`config.mk`:
```
export PLATFORM = sky130hd
export DESIGN_NAME = addressed_alert_pattern_timer_core_flat
export DESIGN_NICKNAME = d
export VERILOG_FILES = /design/src/sv/aapt_pkg.sv /design/src/sv/aapt_in_if.sv /design/src/sv/aapt_out_if.sv /design/src/sv/aapt_addr_match.sv /design/src/sv/addressed_alert_pattern_timer_core.sv /design/src/flat_wrapper.sv
export SDC_FILE = /design/constraint.sdc
export NUM_CORES = 1
export LEC_CHECK = 0
export ABC_AREA = 1
export BUFFER_PORTS_ARGS = -buffer_cell sky130_fd_sc_hd__clkbuf_2
export CAP_MARGIN = 30
export CORE_MARGIN = 2
export CORE_UTILIZATION = 62
export DETAILED_ROUTE_END_ITERATION = 8
export PLACE_DENSITY = 0.81
export SYNTH_ARGS = -nofsm -noshare
export SYNTH_HDL_FRONTEND = slang
export SYNTH_SLANG_ARGS = --single-unit
```
`constraint.sdc`:
```
create_clock -name i_clk -period 5.6 [get_ports i_clk]
set_input_delay 0.56 -clock i_clk [delete_from_list [all_inputs] [get_ports i_clk]]
set_output_delay 0.56 -clock i_clk [all_outputs]
set_load 0.005 [all_outputs]
```
`src/sv/aapt_pkg.sv`:
```
// Shared types, register indexes and constants of the addressed alert pattern timer.
package aapt_pkg;

    localparam int unsigned ADDR_W  = 10;
    localparam int unsigned PAT_W   = 16;
    localparam int unsigned PRE_W   = 8;
    localparam int unsigned CFG_W   = 16;
    localparam int unsigned IDX_W   = 3;
    localparam int unsigned BYTE_W  = 8;
    localparam int unsigned VAL_W   = 16;

    localparam logic [BYTE_W-1:0] CHAR_A     = 8'h61;
    localparam logic [BYTE_W-1:0] CHAR_B     = 8'h62;
    localparam logic [BYTE_W-1:0] CHAR_SPACE = 8'h20;
    localparam logic [BYTE_W-1:0] CHAR_ZERO  = 8'h30;

    localparam logic signed [VAL_W-1:0] HUNDRED = 16'sd100;
    localparam logic signed [VAL_W-1:0] TEN     = 16'sd10;

    localparam logic [ADDR_W-1:0] RST_DEVICE_ADDRESS = 10'd6;
    localparam logic [PAT_W-1:0]  RST_BUZZER_ON      = 16'd35;
    localparam logic [PAT_W-1:0]  RST_BUZZER_PERIOD  = 16'd70;
    localparam logic [PAT_W-1:0]  RST_MOTOR_ON       = 16'd250;
    localparam logic [PAT_W-1:0]  RST_MOTOR_PERIOD   = 16'd500;
    localparam logic [PRE_W-1:0]  RST_PRESCALE       = 8'd10;
    localparam logic [PRE_W-1:0]  RST_TIMEOUT        = 8'd200;

    typedef enum logic [IDX_W-1:0] {
        REG_DEVICE_ADDRESS = 3'd0,
        REG_BUZZER_ON      = 3'd1,
        REG_BUZZER_PERIOD  = 3'd2,
        REG_MOTOR_ON       = 3'd3,
        REG_MOTOR_PERIOD   = 3'd4,
        REG_PRESCALE       = 3'd5,
        REG_TIMEOUT        = 3'd6
    } t_cfg_idx;

    typedef struct packed {
        logic              func;
        logic [BYTE_W-1:0] frame_byte0;
        logic [BYTE_W-1:0] frame_byte1;
        logic [BYTE_W-1:0] frame_byte2;
        logic [BYTE_W-1:0] frame_byte3;
        logic [BYTE_W-1:0] frame_byte4;
    } t_in_item;

    typedef struct packed {
        logic buzzer_drive;
        logic indicator_drive;
        logic motor_drive;
        logic alert_active;
    } t_out_item;

endpackage

```
`src/sv/aapt_in_if.sv`:
```
// Valid/ready channel carrying one input item.
interface aapt_in_if;
    logic               valid;
    logic               ready;
    aapt_pkg::t_in_item data;

    modport source (output valid, output data, input ready);
    modport sink (input valid, input data, output ready);
endinterface

```
`src/sv/aapt_out_if.sv`:
```
// Valid/ready channel carrying one result item.
interface aapt_out_if;
    logic                valid;
    logic                ready;
    aapt_pkg::t_out_item data;

    modport source (output valid, output data, input ready);
    modport sink (input valid, input data, output ready);
endinterface

```
`src/sv/aapt_addr_match.sv`:
```
// Frame marker check and space-padded decimal address compare.
module aapt_addr_match (
    input  aapt_pkg::t_in_item                i_item,
    input  logic [aapt_pkg::ADDR_W-1:0]       i_device_address,
    output logic                              o_match
);
    logic signed [aapt_pkg::VAL_W-1:0] d1;
    logic signed [aapt_pkg::VAL_W-1:0] d2;
    logic signed [aapt_pkg::VAL_W-1:0] d3;
    logic signed [aapt_pkg::VAL_W-1:0] value;
    logic signed [aapt_pkg::VAL_W-1:0] dev;
    logic                              markers_ok;

    assign d1 = $signed({8'd0, i_item.frame_byte1}) - $signed({8'd0, aapt_pkg::CHAR_ZERO});
    assign d2 = $signed({8'd0, i_item.frame_byte2}) - $signed({8'd0, aapt_pkg::CHAR_ZERO});
    assign d3 = $signed({8'd0, i_item.frame_byte3}) - $signed({8'd0, aapt_pkg::CHAR_ZERO});
    assign dev = $signed({6'd0, i_device_address});

    always_comb begin
        if (i_item.frame_byte1 == aapt_pkg::CHAR_SPACE) begin
            if (i_item.frame_byte2 == aapt_pkg::CHAR_SPACE) begin
                value = d3;
            end else begin
                value = d2 * aapt_pkg::TEN + d3;
            end
        end else begin
            value = d1 * aapt_pkg::HUNDRED + d2 * aapt_pkg::TEN + d3;
        end
    end

    assign markers_ok = (i_item.frame_byte0 == aapt_pkg::CHAR_A)
                     && (i_item.frame_byte4 == aapt_pkg::CHAR_B);
    assign o_match = markers_ok && (value == dev);
endmodule

```
`src/sv/addressed_alert_pattern_timer_core.sv`:
```
// Addressed alert pattern timer: pager alert state, blink patterns and timeout.
//
// Channels: i_in takes items (func 0 is a timer tick, func 1 a five-byte
// frame); o_out returns exactly one result per item with the buzzer,
// indicator and motor pin levels and the alert flag after that item.
// A frame with markers 'a'/'b' and a matching decimal address sets the alert;
// ticks run the blink counters and the prescaler/timeout that clear it.
// Configuration: i_cfg_we writes i_cfg_data to register i_cfg_idx at a
// clock edge; write only while no result is pending. Index 7 is ignored.
// Result: registered, and shown in the cycle after the input transfer.
// Throughput: one item per cycle while o_out is not held; all state updates
// are combinational between the accepted item and the result register.
// Stall: while o_out is held, the result register keeps its value; a new
// item is taken in the same cycle the pending result transfers.
// Reset (i_rst_n low, synchronous): registers take their default values,
// counters and alert clear, indicator level is 1, no result pending.
module addressed_alert_pattern_timer_core (
    input  logic                          i_clk,
    input  logic                          i_rst_n,
    aapt_in_if.sink                       i_in,
    aapt_out_if.source                    o_out,
    input  logic                          i_cfg_we,
    input  logic [aapt_pkg::IDX_W-1:0]    i_cfg_idx,
    input  logic [aapt_pkg::CFG_W-1:0]    i_cfg_data
);
    logic [aapt_pkg::ADDR_W-1:0] r_dev_addr;
    logic [aapt_pkg::PAT_W-1:0]  r_buz_on;
    logic [aapt_pkg::PAT_W-1:0]  r_buz_per;
    logic [aapt_pkg::PAT_W-1:0]  r_mot_on;
    logic [aapt_pkg::PAT_W-1:0]  r_mot_per;
    logic [aapt_pkg::PRE_W-1:0]  r_pre_ticks;
    logic [aapt_pkg::PRE_W-1:0]  r_to_units;

    logic                        r_alert, n_alert;
    logic [aapt_pkg::PAT_W-1:0]  r_bcnt, n_bcnt;
    logic [aapt_pkg::PAT_W-1:0]  r_mcnt, n_mcnt;
    logic [aapt_pkg::PRE_W-1:0]  r_ps, n_ps;
    logic [aapt_pkg::PRE_W-1:0]  r_tc, n_tc;
    logic                        r_buz_lvl, n_buz_lvl;
    logic                        r_ind_lvl, n_ind_lvl;
    logic                        r_mot_lvl, n_mot_lvl;

    logic                        r_out_valid;
    aapt_pkg::t_out_item         r_out;

    logic                        in_fire;
    logic                        addr_hit;
    logic [aapt_pkg::PAT_W-1:0]  bcnt_inc;
    logic [aapt_pkg::PAT_W-1:0]  mcnt_inc;
    logic [aapt_pkg::PRE_W-1:0]  ps_inc;
    logic [aapt_pkg::PRE_W-1:0]  tc_step;

    aapt_addr_match u_addr (
        .i_item           (i_in.data),
        .i_device_address (r_dev_addr),
        .o_match          (addr_hit)
    );

    assign i_in.ready  = !r_out_valid || o_out.ready;
    assign in_fire     = i_in.valid && i_in.ready;
    assign o_out.valid = r_out_valid;
    assign o_out.data  = r_out;

    assign bcnt_inc = r_bcnt + 16'd1;
    assign mcnt_inc = r_mcnt + 16'd1;
    assign ps_inc   = r_ps + 8'd1;

    always_comb begin
        n_alert   = r_alert;
        n_bcnt    = r_bcnt;
        n_mcnt    = r_mcnt;
        n_ps      = r_ps;
        n_tc      = r_tc;
        n_buz_lvl = r_buz_lvl;
        n_ind_lvl = r_ind_lvl;
        n_mot_lvl = r_mot_lvl;
        tc_step   = r_tc;
        if (i_in.data.func) begin
            if (addr_hit) begin
                n_alert = 1'b1;
            end
        end else begin
            n_ps = ps_inc;
            if (r_alert) begin
                if (bcnt_inc < r_buz_on) begin
                    n_buz_lvl = 1'b1;
                    n_ind_lvl = 1'b0;
                end else if (bcnt_inc < r_buz_per) begin
                    n_buz_lvl = 1'b0;
                    n_ind_lvl = 1'b1;
                end
                if (mcnt_inc < r_mot_on) begin
                    n_mot_lvl = 1'b1;
                end else if (mcnt_inc < r_mot_per) begin
                    n_mot_lvl = 1'b0;
                end
                n_bcnt = (bcnt_inc == r_buz_per) ? '0 : bcnt_inc;
                n_mcnt = (mcnt_inc == r_mot_per) ? '0 : mcnt_inc;
            end else begin
                n_buz_lvl = 1'b0;
                n_ind_lvl = 1'b1;
                n_mot_lvl = 1'b0;
                n_bcnt    = '0;
                n_mcnt    = '0;
            end
            if (ps_inc == r_pre_ticks) begin
                n_ps    = '0;
                tc_step = r_alert ? r_tc + 8'd1 : '0;
                if (tc_step == r_to_units) begin
                    n_tc    = '0;
                    n_alert = 1'b0;
                end else begin
                    n_tc = tc_step;
                end
            end
        end
    end

    always_ff @(posedge i_clk) begin
        if (!i_rst_n) begin
            r_dev_addr  <= aapt_pkg::RST_DEVICE_ADDRESS;
            r_buz_on    <= aapt_pkg::RST_BUZZER_ON;
            r_buz_per   <= aapt_pkg::RST_BUZZER_PERIOD;
            r_mot_on    <= aapt_pkg::RST_MOTOR_ON;
            r_mot_per   <= aapt_pkg::RST_MOTOR_PERIOD;
            r_pre_ticks <= aapt_pkg::RST_PRESCALE;
            r_to_units  <= aapt_pkg::RST_TIMEOUT;
        end else if (i_cfg_we) begin
            unique case (aapt_pkg::t_cfg_idx'(i_cfg_idx))
                aapt_pkg::REG_DEVICE_ADDRESS: r_dev_addr  <= i_cfg_data[aapt_pkg::ADDR_W-1:0];
                aapt_pkg::REG_BUZZER_ON:      r_buz_on    <= i_cfg_data;
                aapt_pkg::REG_BUZZER_PERIOD:  r_buz_per   <= i_cfg_data;
                aapt_pkg::REG_MOTOR_ON:       r_mot_on    <= i_cfg_data;
                aapt_pkg::REG_MOTOR_PERIOD:   r_mot_per   <= i_cfg_data;
                aapt_pkg::REG_PRESCALE:       r_pre_ticks <= i_cfg_data[aapt_pkg::PRE_W-1:0];
                aapt_pkg::REG_TIMEOUT:        r_to_units  <= i_cfg_data[aapt_pkg::PRE_W-1:0];
                default: ;
            endcase
        end
    end

    always_ff @(posedge i_clk) begin
        if (!i_rst_n) begin
            r_alert     <= 1'b0;
            r_bcnt      <= '0;
            r_mcnt      <= '0;
            r_ps        <= '0;
            r_tc        <= '0;
            r_buz_lvl   <= 1'b0;
            r_ind_lvl   <= 1'b1;
            r_mot_lvl   <= 1'b0;
            r_out_valid <= 1'b0;
        end else begin
            if (in_fire) begin
                r_alert     <= n_alert;
                r_bcnt      <= n_bcnt;
                r_mcnt      <= n_mcnt;
                r_ps        <= n_ps;
                r_tc        <= n_tc;
                r_buz_lvl   <= n_buz_lvl;
                r_ind_lvl   <= n_ind_lvl;
                r_mot_lvl   <= n_mot_lvl;
                r_out_valid <= 1'b1;
            end else if (o_out.ready) begin
                r_out_valid <= 1'b0;
            end
        end
    end

    always_ff @(posedge i_clk) begin
        if (in_fire) begin
            r_out.buzzer_drive    <= n_buz_lvl;
            r_out.indicator_drive <= n_ind_lvl;
            r_out.motor_drive     <= n_mot_lvl;
            r_out.alert_active    <= n_alert;
        end
    end

    a_idle_levels: assert property (@(posedge i_clk) disable iff (!i_rst_n)
        in_fire && !i_in.data.func && !r_alert |=>
            !r_out.buzzer_drive && r_out.indicator_drive && !r_out.motor_drive)
        else $error("idle tick did not drive idle levels");

    a_buz_ind_complement: assert property (@(posedge i_clk) disable iff (!i_rst_n)
        r_buz_lvl != r_ind_lvl)
        else $error("buzzer and indicator levels not complementary");

    a_frame_keeps_counts: assert property (@(posedge i_clk) disable iff (!i_rst_n)
        in_fire && i_in.data.func |=>
            $stable(r_bcnt) && $stable(r_mcnt) && $stable(r_ps) && $stable(r_tc))
        else $error("frame changed a counter");

    a_alert_from_frame: assert property (@(posedge i_clk) disable iff (!i_rst_n)
        $rose(r_alert) |-> $past(in_fire && i_in.data.func))
        else $error("alert set without a frame transfer");
endmodule

```
`src/flat_wrapper.sv`:
```
// flat-port wrapper written by rule: the top's interface ports become plain ports
module addressed_alert_pattern_timer_core_flat 
  (i_clk, i_rst_n, i_cfg_we, i_cfg_idx, i_cfg_data, i_in_valid, i_in_data, i_in_ready, o_out_valid, o_out_data, o_out_ready);
  aapt_in_if i_in_i ();
  aapt_out_if o_out_i ();
  input  logic i_clk;
  input  logic i_rst_n;
  input  logic i_cfg_we;
  input  logic [aapt_pkg::IDX_W-1:0] i_cfg_idx;
  input  logic [aapt_pkg::CFG_W-1:0] i_cfg_data;
  input wire logic [$bits(i_in_i.valid)-1:0] i_in_valid;
  input wire logic [$bits(i_in_i.data)-1:0] i_in_data;
  output wire logic [$bits(i_in_i.ready)-1:0] i_in_ready;
  output wire logic [$bits(o_out_i.valid)-1:0] o_out_valid;
  output wire logic [$bits(o_out_i.data)-1:0] o_out_data;
  input wire logic [$bits(o_out_i.ready)-1:0] o_out_ready;
  assign i_in_i.valid = i_in_valid;
  assign i_in_i.data = i_in_data;
  assign i_in_ready = i_in_i.ready;
  assign o_out_valid = o_out_i.valid;
  assign o_out_data = o_out_i.data;
  assign o_out_i.ready = o_out_ready;
  addressed_alert_pattern_timer_core u_core (.i_clk(i_clk), .i_rst_n(i_rst_n), .i_in(i_in_i), .o_out(o_out_i), .i_cfg_we(i_cfg_we), .i_cfg_idx(i_cfg_idx), .i_cfg_data(i_cfg_data));
endmodule
```
## Word level (Yosys, flattened, before mapping)

Index checks and enable logic that the tools add are counted.

| word-level totals | value |
|---|---|
| flip-flop bits (word level) | 147 |
| output and inout bits | 6 |

| cells by class | value |
|---|---|
| equality and inequality tests | 15 |
| multipliers | 2 |
| muxes and demuxes | 27 |
| $add $sub $neg | 10 |
| bitwise operators | 1 |
| reductions and logical operators | 16 |
| magnitude comparators | 4 |

Operators by type and width:

| operator | count |
|---|---|
| 16-bit 2-to-1 mux | 6 |
| 16-bit < comparator | 4 |
| 16-bit by 1-bit adder with 16-bit output, second input constant | 2 |
| 16-bit equality test | 2 |
| 8-bit by 6-bit subtractor with 9-bit output, second input constant | 3 |
| 8-bit 2-to-1 mux | 3 |
| 1-bit 2-to-1 mux | 18 |
| 16-bit by 14-bit adder with 16-bit output | 1 |
| 16-bit by 9-bit adder with 16-bit output | 1 |
| 8-bit by 1-bit adder with 8-bit output, second input constant | 2 |
| 16-bit by 11-bit equality test with 1-bit output | 1 |
| 8-bit by 6-bit equality test with 1-bit output, second input constant | 2 |
| 8-bit by 7-bit equality test with 1-bit output, second input constant | 2 |
| 8-bit equality test | 2 |
| 16-bit by 6-bit multiplier with 14-bit output, second input constant | 1 |
| 2-bit AND reduction | 8 |
| 14-bit by 9-bit adder with 15-bit output | 1 |
| 9-bit by 4-bit multiplier with 13-bit output, second input constant | 1 |
| 3-bit equality test, second input constant | 3 |
| 3-bit by 2-bit equality test with 1-bit output, second input constant | 2 |
| 3-bit by 1-bit equality test with 1-bit output, second input constant | 1 |
| 1-bit logical AND | 3 |
| 3-bit logical NOT | 1 |
| 3-bit AND reduction | 1 |
| 4 further kinds | 4 |

## Depth between registers and ports, before layout

| logic depth | value |
|---|---|
| word-level depth | 9 |
| depth in mapped cells | 29 |
| mapped depth without buffers | 29 |

## Modules after synthesis

Synthesis repeated with hierarchy kept, for this count alone.

| unflattened totals | value |
|---|---|
| cells, all modules | 1650 |
| area total of the unflattened synthesis | 11571.1 µm² |

Modules (own cells, without submodules):

| module | area an instance (µm²) | times used | cells an instance |
|---|---|---|---|
| addressed_alert_pattern_timer_core | 7978.9 | 1 | 1099 |
| aapt_addr_match | 3592.2 | 1 | 551 |

## Worst setup path after synthesis

Ideal clock, no wire load.

| timing | value |
|---|---|
| path type | input -> register |
| start point | input i_in_data[28] |
| end point | register u_core.r_out, in the netlist u_core.o_out.data[0] (data pin) |
| path slack | 0.732 ns |
| stages on the path | 27 |
| buffers on the path | 0 |
| arrival | 4.612 ns |
| library setup time | 0.256 ns |
| cell sequence | ha_1 -> xor2_1 -> inv_1 -> ha_1 -> inv_1 -> fa_1 -> inv_1 -> ha_1 -> ha_1 -> inv_1 -> o21ai_0 -> nand2_1 -> nand2_1 -> a21oi_1 -> xor2_1 -> fa_1 -> inv_1 -> ha_1 -> nand2_1 -> nor4_1 -> nand2_1 -> nand4_1 -> nand3_1 -> nand3_1 -> nand2_1 -> nand4_1 -> nand2_1 |

| on the way | value |
|---|---|
| word-level cells in the longest chain between the ends | 9 |

Ends and longest elaborated chain:

| item | RTL line | text |
|---|---|---|
| start: declaration | flat_wrapper.sv:12 | `input wire logic [$bits(i_in_i.data)-1:0] i_in_data;` |
| 8-bit by 6-bit subtractor with 9-bit output | aapt_addr_match.sv:14 | `assign d1 = $signed({8'd0, i_item.frame_byte1}) - $signed({8'd0, aapt_pkg::CHAR_ZERO});` |
| 16-bit by 6-bit multiplier with 14-bit output | aapt_addr_match.sv:27 | `value = d1 * aapt_pkg::HUNDRED + d2 * aapt_pkg::TEN + d3;` |
| 16-bit by 14-bit adder with 16-bit output | aapt_addr_match.sv:27 |  |
| 16-bit by 9-bit adder with 16-bit output | aapt_addr_match.sv:27 |  |
| 16-bit 2-to-1 mux * | aapt_addr_match.sv:20 | `if (i_item.frame_byte1 == aapt_pkg::CHAR_SPACE) begin` |
| 16-bit by 11-bit equality test with 1-bit output * | aapt_addr_match.sv:33 | `assign o_match = markers_ok && (value == dev);` |
| 1-bit logical AND * | aapt_addr_match.sv:33 |  |
| 1-bit 2-to-1 mux * | addressed_alert_pattern_timer_core.sv:79 | `if (addr_hit) begin` |
| 1-bit 2-to-1 mux * | addressed_alert_pattern_timer_core.sv:78 | `if (i_in.data.func) begin` |
| net u_core.n_alert | addressed_alert_pattern_timer_core.sv:34 | `logic r_alert, n_alert;` |
| end: declaration | addressed_alert_pattern_timer_core.sv:44 | `aapt_pkg::t_out_item r_out;` |

The timed path passes the listed nets; every way through them passes the cells marked *.
A chain may end at the register's enable or synchronous reset.

## Worst setup path after layout

Same ends and word-level chain as after synthesis.

==> results_tabular.tex <==
\begin{tabular}{lr}
\hline
Metric & Value \\
\hline
\multicolumn{2}{l}{\textbf{Status}} \\
\quad Status & finished, final reports clean \\
\multicolumn{2}{l}{\textbf{Power}} \\
\quad Sequential Power Share & 0.274 \\
\quad Leakage & 6.08 nW \\
\quad Clock group share of total power & 0.284 \\
\quad VDD IR max & 0.239 mV \\
\quad Logic gate share of total power & 0.443 \\
\quad Switch share & 0.405 \\
\quad Power density over the cells & between 300 and 400 nW/µm² \\
\quad Internal power of the cells & $\sim$2.4 mW \\
\quad Power spent charging and discharging nets & between 1.5 and 2 mW \\
\multicolumn{2}{l}{\textbf{Detailed routing}} \\
\quad Met2 routed wirelength & 12.9 mm \\
\quad Metal1 wirelength & 11.7 mm \\
\quad Number of remaining DRC errors & 0 \\
\quad Met3 wire len & around 1.7 mm \\
\quad Post-detailed-route via-to-cell ratio & 5.51 \\
\quad Total vias in the final route & 10,300 \\
\quad Final antenna-violating net count & 0 \\
\quad Wire length per cell & 14.4 µm \\
\quad Wire length after detailed routing & 27.0 mm \\
\quad Top routing layer used & met4 \\
\quad DRT Pass-1 Iters & 5 \\
\quad Detailed router's first-iteration violation count & about 690 \\
\multicolumn{2}{l}{\textbf{Cells and area}} \\
\quad Most frequent standard cell in the layout excluding fill and tap cells & sky130\_fd\_sc\_hd\_\_nand2\_1 \\
\quad Sequential cell area & 2980 µm² \\
\quad Fraction of layout cells with a size suffix above 1 & 0.0789 \\
\quad Footprint of the multi-input gates & 7130 µm² \\
\quad Fill cell total of the finished layout & 1,544 \\
\quad Growth of design area from synthesis to finish & 10.4\% \\
\quad Antenna diode count & 0 \\
\quad Commonest cells after routing, fill and taps aside & sky130\_fd\_sc\_hd\_\_nand2\_1 (313), sky130\_fd\_sc\_hd\_\_inv\_1 (243), sky130\_fd\_sc\_hd\_\_a21oi\_1 (165), sky130\_fd\_sc\_hd\_\_dfxtp\_1 (143), sky130\_fd\_sc\_hd\_\_ha\_1 (140) \\
\quad Final Net Count & $\sim$1,900 \\
\multicolumn{2}{l}{\textbf{Logic synthesis}} \\
\quad Number of register bits inferred by synthesis & 147 \\
\quad Async S/R FF share, synth & 0 \\
\quad EDFF count, synth & 4 \\
\quad Post-Syn Instances & 1,571 \\
\quad Count of different cell masters after synthesis & 44 \\
\quad Synth warnings & 0 \\
\quad Main area contributors after synthesis & sky130\_fd\_sc\_hd\_\_dfxtp\_1 (26\%), sky130\_fd\_sc\_hd\_\_ha\_1 (16\%), sky130\_fd\_sc\_hd\_\_nand2\_1 (11\%) \\
\quad Register area share after synthesis & 0.267 \\
\quad Cell Area, Synth & 11,200 µm² \\
\quad Top\_reg\_cell synth & sky130\_fd\_sc\_hd\_\_dfxtp\_1 \\
\quad Yosys top cell by area & sky130\_fd\_sc\_hd\_\_dfxtp\_1 \\
\quad Fraction of synthesized cell area taken by the top area cell type & 0.256 \\
\quad Post-Synthesis Net Count & 1,799 \\
\quad Syn Area/Cell & 7.12 µm² \\
\multicolumn{2}{l}{\textbf{Placement}} \\
\quad Placement Setup Slack & about 100 ps \\
\quad Count of buffers from port buffering & 70 \\
\quad Global placement routability congestion & 0.982 \\
\quad Detail Placement HPWL & about 21 mm \\
\multicolumn{2}{l}{\textbf{Die}} \\
\quad IO Pins & a little over 70 \\
\quad Area enclosed by the die boundary & 19,100 µm² \\
\quad Vertical extent of the die & 138 µm \\
\quad Core Rows & 49 \\
\quad Core region area & 17,800 µm² \\
\quad Die X & 138 µm \\
\quad Initial Util & 0.627 \\
\multicolumn{2}{l}{\textbf{Clock network}} \\
\quad CTS clk-pin slew, worst paths & around 70 ps \\
\quad Post-CTS setup buffer count & 0 \\
\quad H-tree levels & 4 \\
\quad Total number of clock tree sinks & 147 \\
\quad Clock latency of the later-clocked register in the worst-skew pair & roughly 430 ps \\
\quad Clock Tree Buf Depth & 2 \\
\quad TritonCTS clock tree & built \\
\quad Post-CTS Hold Buffers & 0 \\
\quad CTS root buf & sky130\_fd\_sc\_hd\_\_clkbuf\_16 \\
\quad Clock buffer count from CTS & 17 \\
\quad Resized cells post-CTS & 0 \\
\multicolumn{2}{l}{\textbf{STA}} \\
\quad Total negative slack & 0 ps \\
\quad Final critical-path required period & 5070 ps \\
\quad Slew at the pin closest to its max-slew limit & roughly 800 ps \\
\quad Number of max-slew violations in the final report & 0 \\
\quad Final Cycle Share & 0.905 \\
\quad Slew HR & 0.455 \\
\quad Final setup violation count & 0 \\
\quad Final worst-path setup slack & between 500 and 600 ps \\
\quad Clock Skew & between 9 and 10 ps \\
\quad Unrepaired setup endpoints after global routing & false \\
\quad Final hold violation count & 0 \\
\quad Max Freq & between 150 and 200 MHz \\
\multicolumn{2}{l}{\textbf{Global routing}} \\
\quad Grt total ovfl & 0 \\
\quad Total routing resource utilization after global routing & 0.290 \\
\quad Vias in the first global route & 9,856 \\
\quad Wire length of the first global-routing pass & $\sim$46 mm \\
\quad Antenna violations before repair & 0 \\
\quad Pin count of the biggest net entering global routing & 92 \\
\multicolumn{2}{l}{\textbf{Hold path}} \\
\quad Worst Hold Class & primary input to flop \\
\multicolumn{2}{l}{\textbf{Job}} \\
\quad Maxcap violations & 0 \\
\multicolumn{2}{l}{\textbf{Worst setup path}} \\
\quad Crit Path Category & primary input to flop \\
\quad Highest fanout seen on the critical path & 5 \\
\quad Type of element launching the critical path & primary input \\
\quad Crit end category & flop \\
\quad Endpoint arrival time on the critical path & $\sim$5300 ps \\
\quad Required time of the critical path & 5780 ps \\
\hline
\end{tabular}
[synth_stat cells, types with 3 or more instances]
| cell type | number |
|---|---|
| sky130_fd_sc_hd__clkbuf_1 | 30 |
| sky130_fd_sc_hd__a21oi_1 | 165 |
| sky130_fd_sc_hd__a21boi_0 | 3 |
| sky130_fd_sc_hd__o21a_1 | 4 |
| sky130_fd_sc_hd__dfxtp_1 | 143 |
| sky130_fd_sc_hd__nor2_1 | 123 |
| sky130_fd_sc_hd__buf_2 | 3 |
| sky130_fd_sc_hd__nand3_1 | 83 |
| sky130_fd_sc_hd__inv_2 | 4 |
| sky130_fd_sc_hd__fa_1 | 23 |
| sky130_fd_sc_hd__or2_2 | 5 |
| sky130_fd_sc_hd__o21bai_1 | 4 |
| sky130_fd_sc_hd__a211oi_1 | 6 |
| sky130_fd_sc_hd__nand3b_1 | 11 |
| sky130_fd_sc_hd__nor3_1 | 14 |
| sky130_fd_sc_hd__o211ai_1 | 26 |
| sky130_fd_sc_hd__nor4_1 | 3 |
| sky130_fd_sc_hd__xor2_1 | 42 |
| sky130_fd_sc_hd__inv_1 | 243 |
| sky130_fd_sc_hd__clkinv_1 | 3 |
| sky130_fd_sc_hd__a21o_1 | 7 |
| sky130_fd_sc_hd__xnor2_1 | 27 |
| sky130_fd_sc_hd__nand2_1 | 313 |
| sky130_fd_sc_hd__nand4_1 | 22 |
| sky130_fd_sc_hd__edfxtp_1 | 4 |
| sky130_fd_sc_hd__o21ai_0 | 93 |
| sky130_fd_sc_hd__a2bb2oi_1 | 3 |
| sky130_fd_sc_hd__ha_1 | 140 |
[cell type report]
type / count / area share
Clock buffer: 18 / 0.0356
Clock inverter: 14 / 0.0115
Inverter: 250 / 0.0760
Multi-Input combinational cell: 1141 / 0.578
Sequential cell: 147 / 0.242
Tap cell: 229 / 0.0232
Timing Repair Buffer: 78 / 0.0343
[worst paths after layout]
path	to	cells past startpoint	slack [ps]	start
worst max-delay path	u_core.o_out.data[0]$_DFFE_PP_	28	530	i_in_data[28]
worst min register to register	u_core.r_buz_on[8]$_SDFFE_PN0P_	2	460	u_core.r_buz_on[8]$_SDFFE_PN0P_
worst max register to register	u_core.r_bcnt[14]$_SDFFE_PN0P_	19	2050	u_core.r_bcnt[0]$_SDFFE_PN0P_
worst min-delay path	u_core.o_out.valid$_SDFFE_PN0P_	4	430	o_out_ready
[per-stage QoR]
step                      instances  hold WS, ps  power [mW]  utilization  area [µm²]
after global routing           1877          477        4.32        0.692       12300
after floorplan                1571          429        2.45            -       11200
after detailed placement       1843          454        2.84        0.658       11700
after CTS                      1875          417        3.97        0.690       12300
after global placement         1842          443        2.82        0.657       11700
final                          1877          427        3.99        0.692       12300
[per-layer routing]
layer  vias up  global-route usage
met5         -                   0
met3        55              0.0648
met2       283               0.496
li1       5293                   -
met4         0               0.101
met1      4708               0.362
[flip-flops by register name, summed over array words and instances (netlist names)]
register	flops
u_core.r_buz_lvl	1
u_core.r_mot_on	16
u_core.r_buz_on	16
u_core.r_mot_per	16
u_core.r_mot_lvl	1
u_core.o_out.data	4
u_core.r_to_units	8
u_core.r_tc	8
u_core.o_out.valid	1
u_core.r_ind_lvl	1
u_core.r_bcnt	16
u_core.r_mcnt	16
u_core.r_dev_addr	10
u_core.r_ps	8
u_core.r_pre_ticks	8
u_core.r_alert	1
u_core.r_buz_per	16
[kinds of logic (layout without fill, tap and decap cells)]
logic type	after synthesis	count (layout)	synth area share
AND/OR/NAND/NOR	586	586	0.225
AO/OA/AOI/OAI	322	322	0.160
flip-flops	147	147	0.267
buffers and inverters	283	360	0.0954
XOR/XNOR	70	70	0.0555
adder cells (fa/ha/maj)	163	163	0.198
[critical path: stages]
cell and delay [ps]:
sky130_fd_sc_hd__clkbuf_2 120, sky130_fd_sc_hd__ha_1 230, sky130_fd_sc_hd__xor2_1 190, sky130_fd_sc_hd__inv_1 130, sky130_fd_sc_hd__ha_1 300, sky130_fd_sc_hd__inv_1 60
sky130_fd_sc_hd__fa_1 500, sky130_fd_sc_hd__inv_1 50, sky130_fd_sc_hd__ha_1 290, sky130_fd_sc_hd__ha_1 340, sky130_fd_sc_hd__inv_1 60, sky130_fd_sc_hd__o21ai_0 270
sky130_fd_sc_hd__nand2_1 90, sky130_fd_sc_hd__nand2_1 70, sky130_fd_sc_hd__a21oi_1 70, sky130_fd_sc_hd__xor2_1 170, sky130_fd_sc_hd__fa_1 490, sky130_fd_sc_hd__inv_1 40
sky130_fd_sc_hd__ha_1 340, sky130_fd_sc_hd__nand2_1 90, sky130_fd_sc_hd__nor4_1 180, sky130_fd_sc_hd__nand2_1 100, sky130_fd_sc_hd__nand4_1 100, sky130_fd_sc_hd__nand3_1 80
sky130_fd_sc_hd__nand3_1 80, sky130_fd_sc_hd__nand2_1 50, sky130_fd_sc_hd__nand4_1 150, sky130_fd_sc_hd__nand2_1 60
[power groups by stage]
stage               sequential, mW  combinational (mW)  clock [mW]
finish                        1.09                1.77        1.13
detailed placement            1.12                1.73           0
global placement              1.11                1.70           0
floorplan                     1.11                1.34           0
global route                  1.09                2.04        1.19
CTS                           1.09                1.74        1.14
Note: power is estimated with default switching activity, not from simulation.
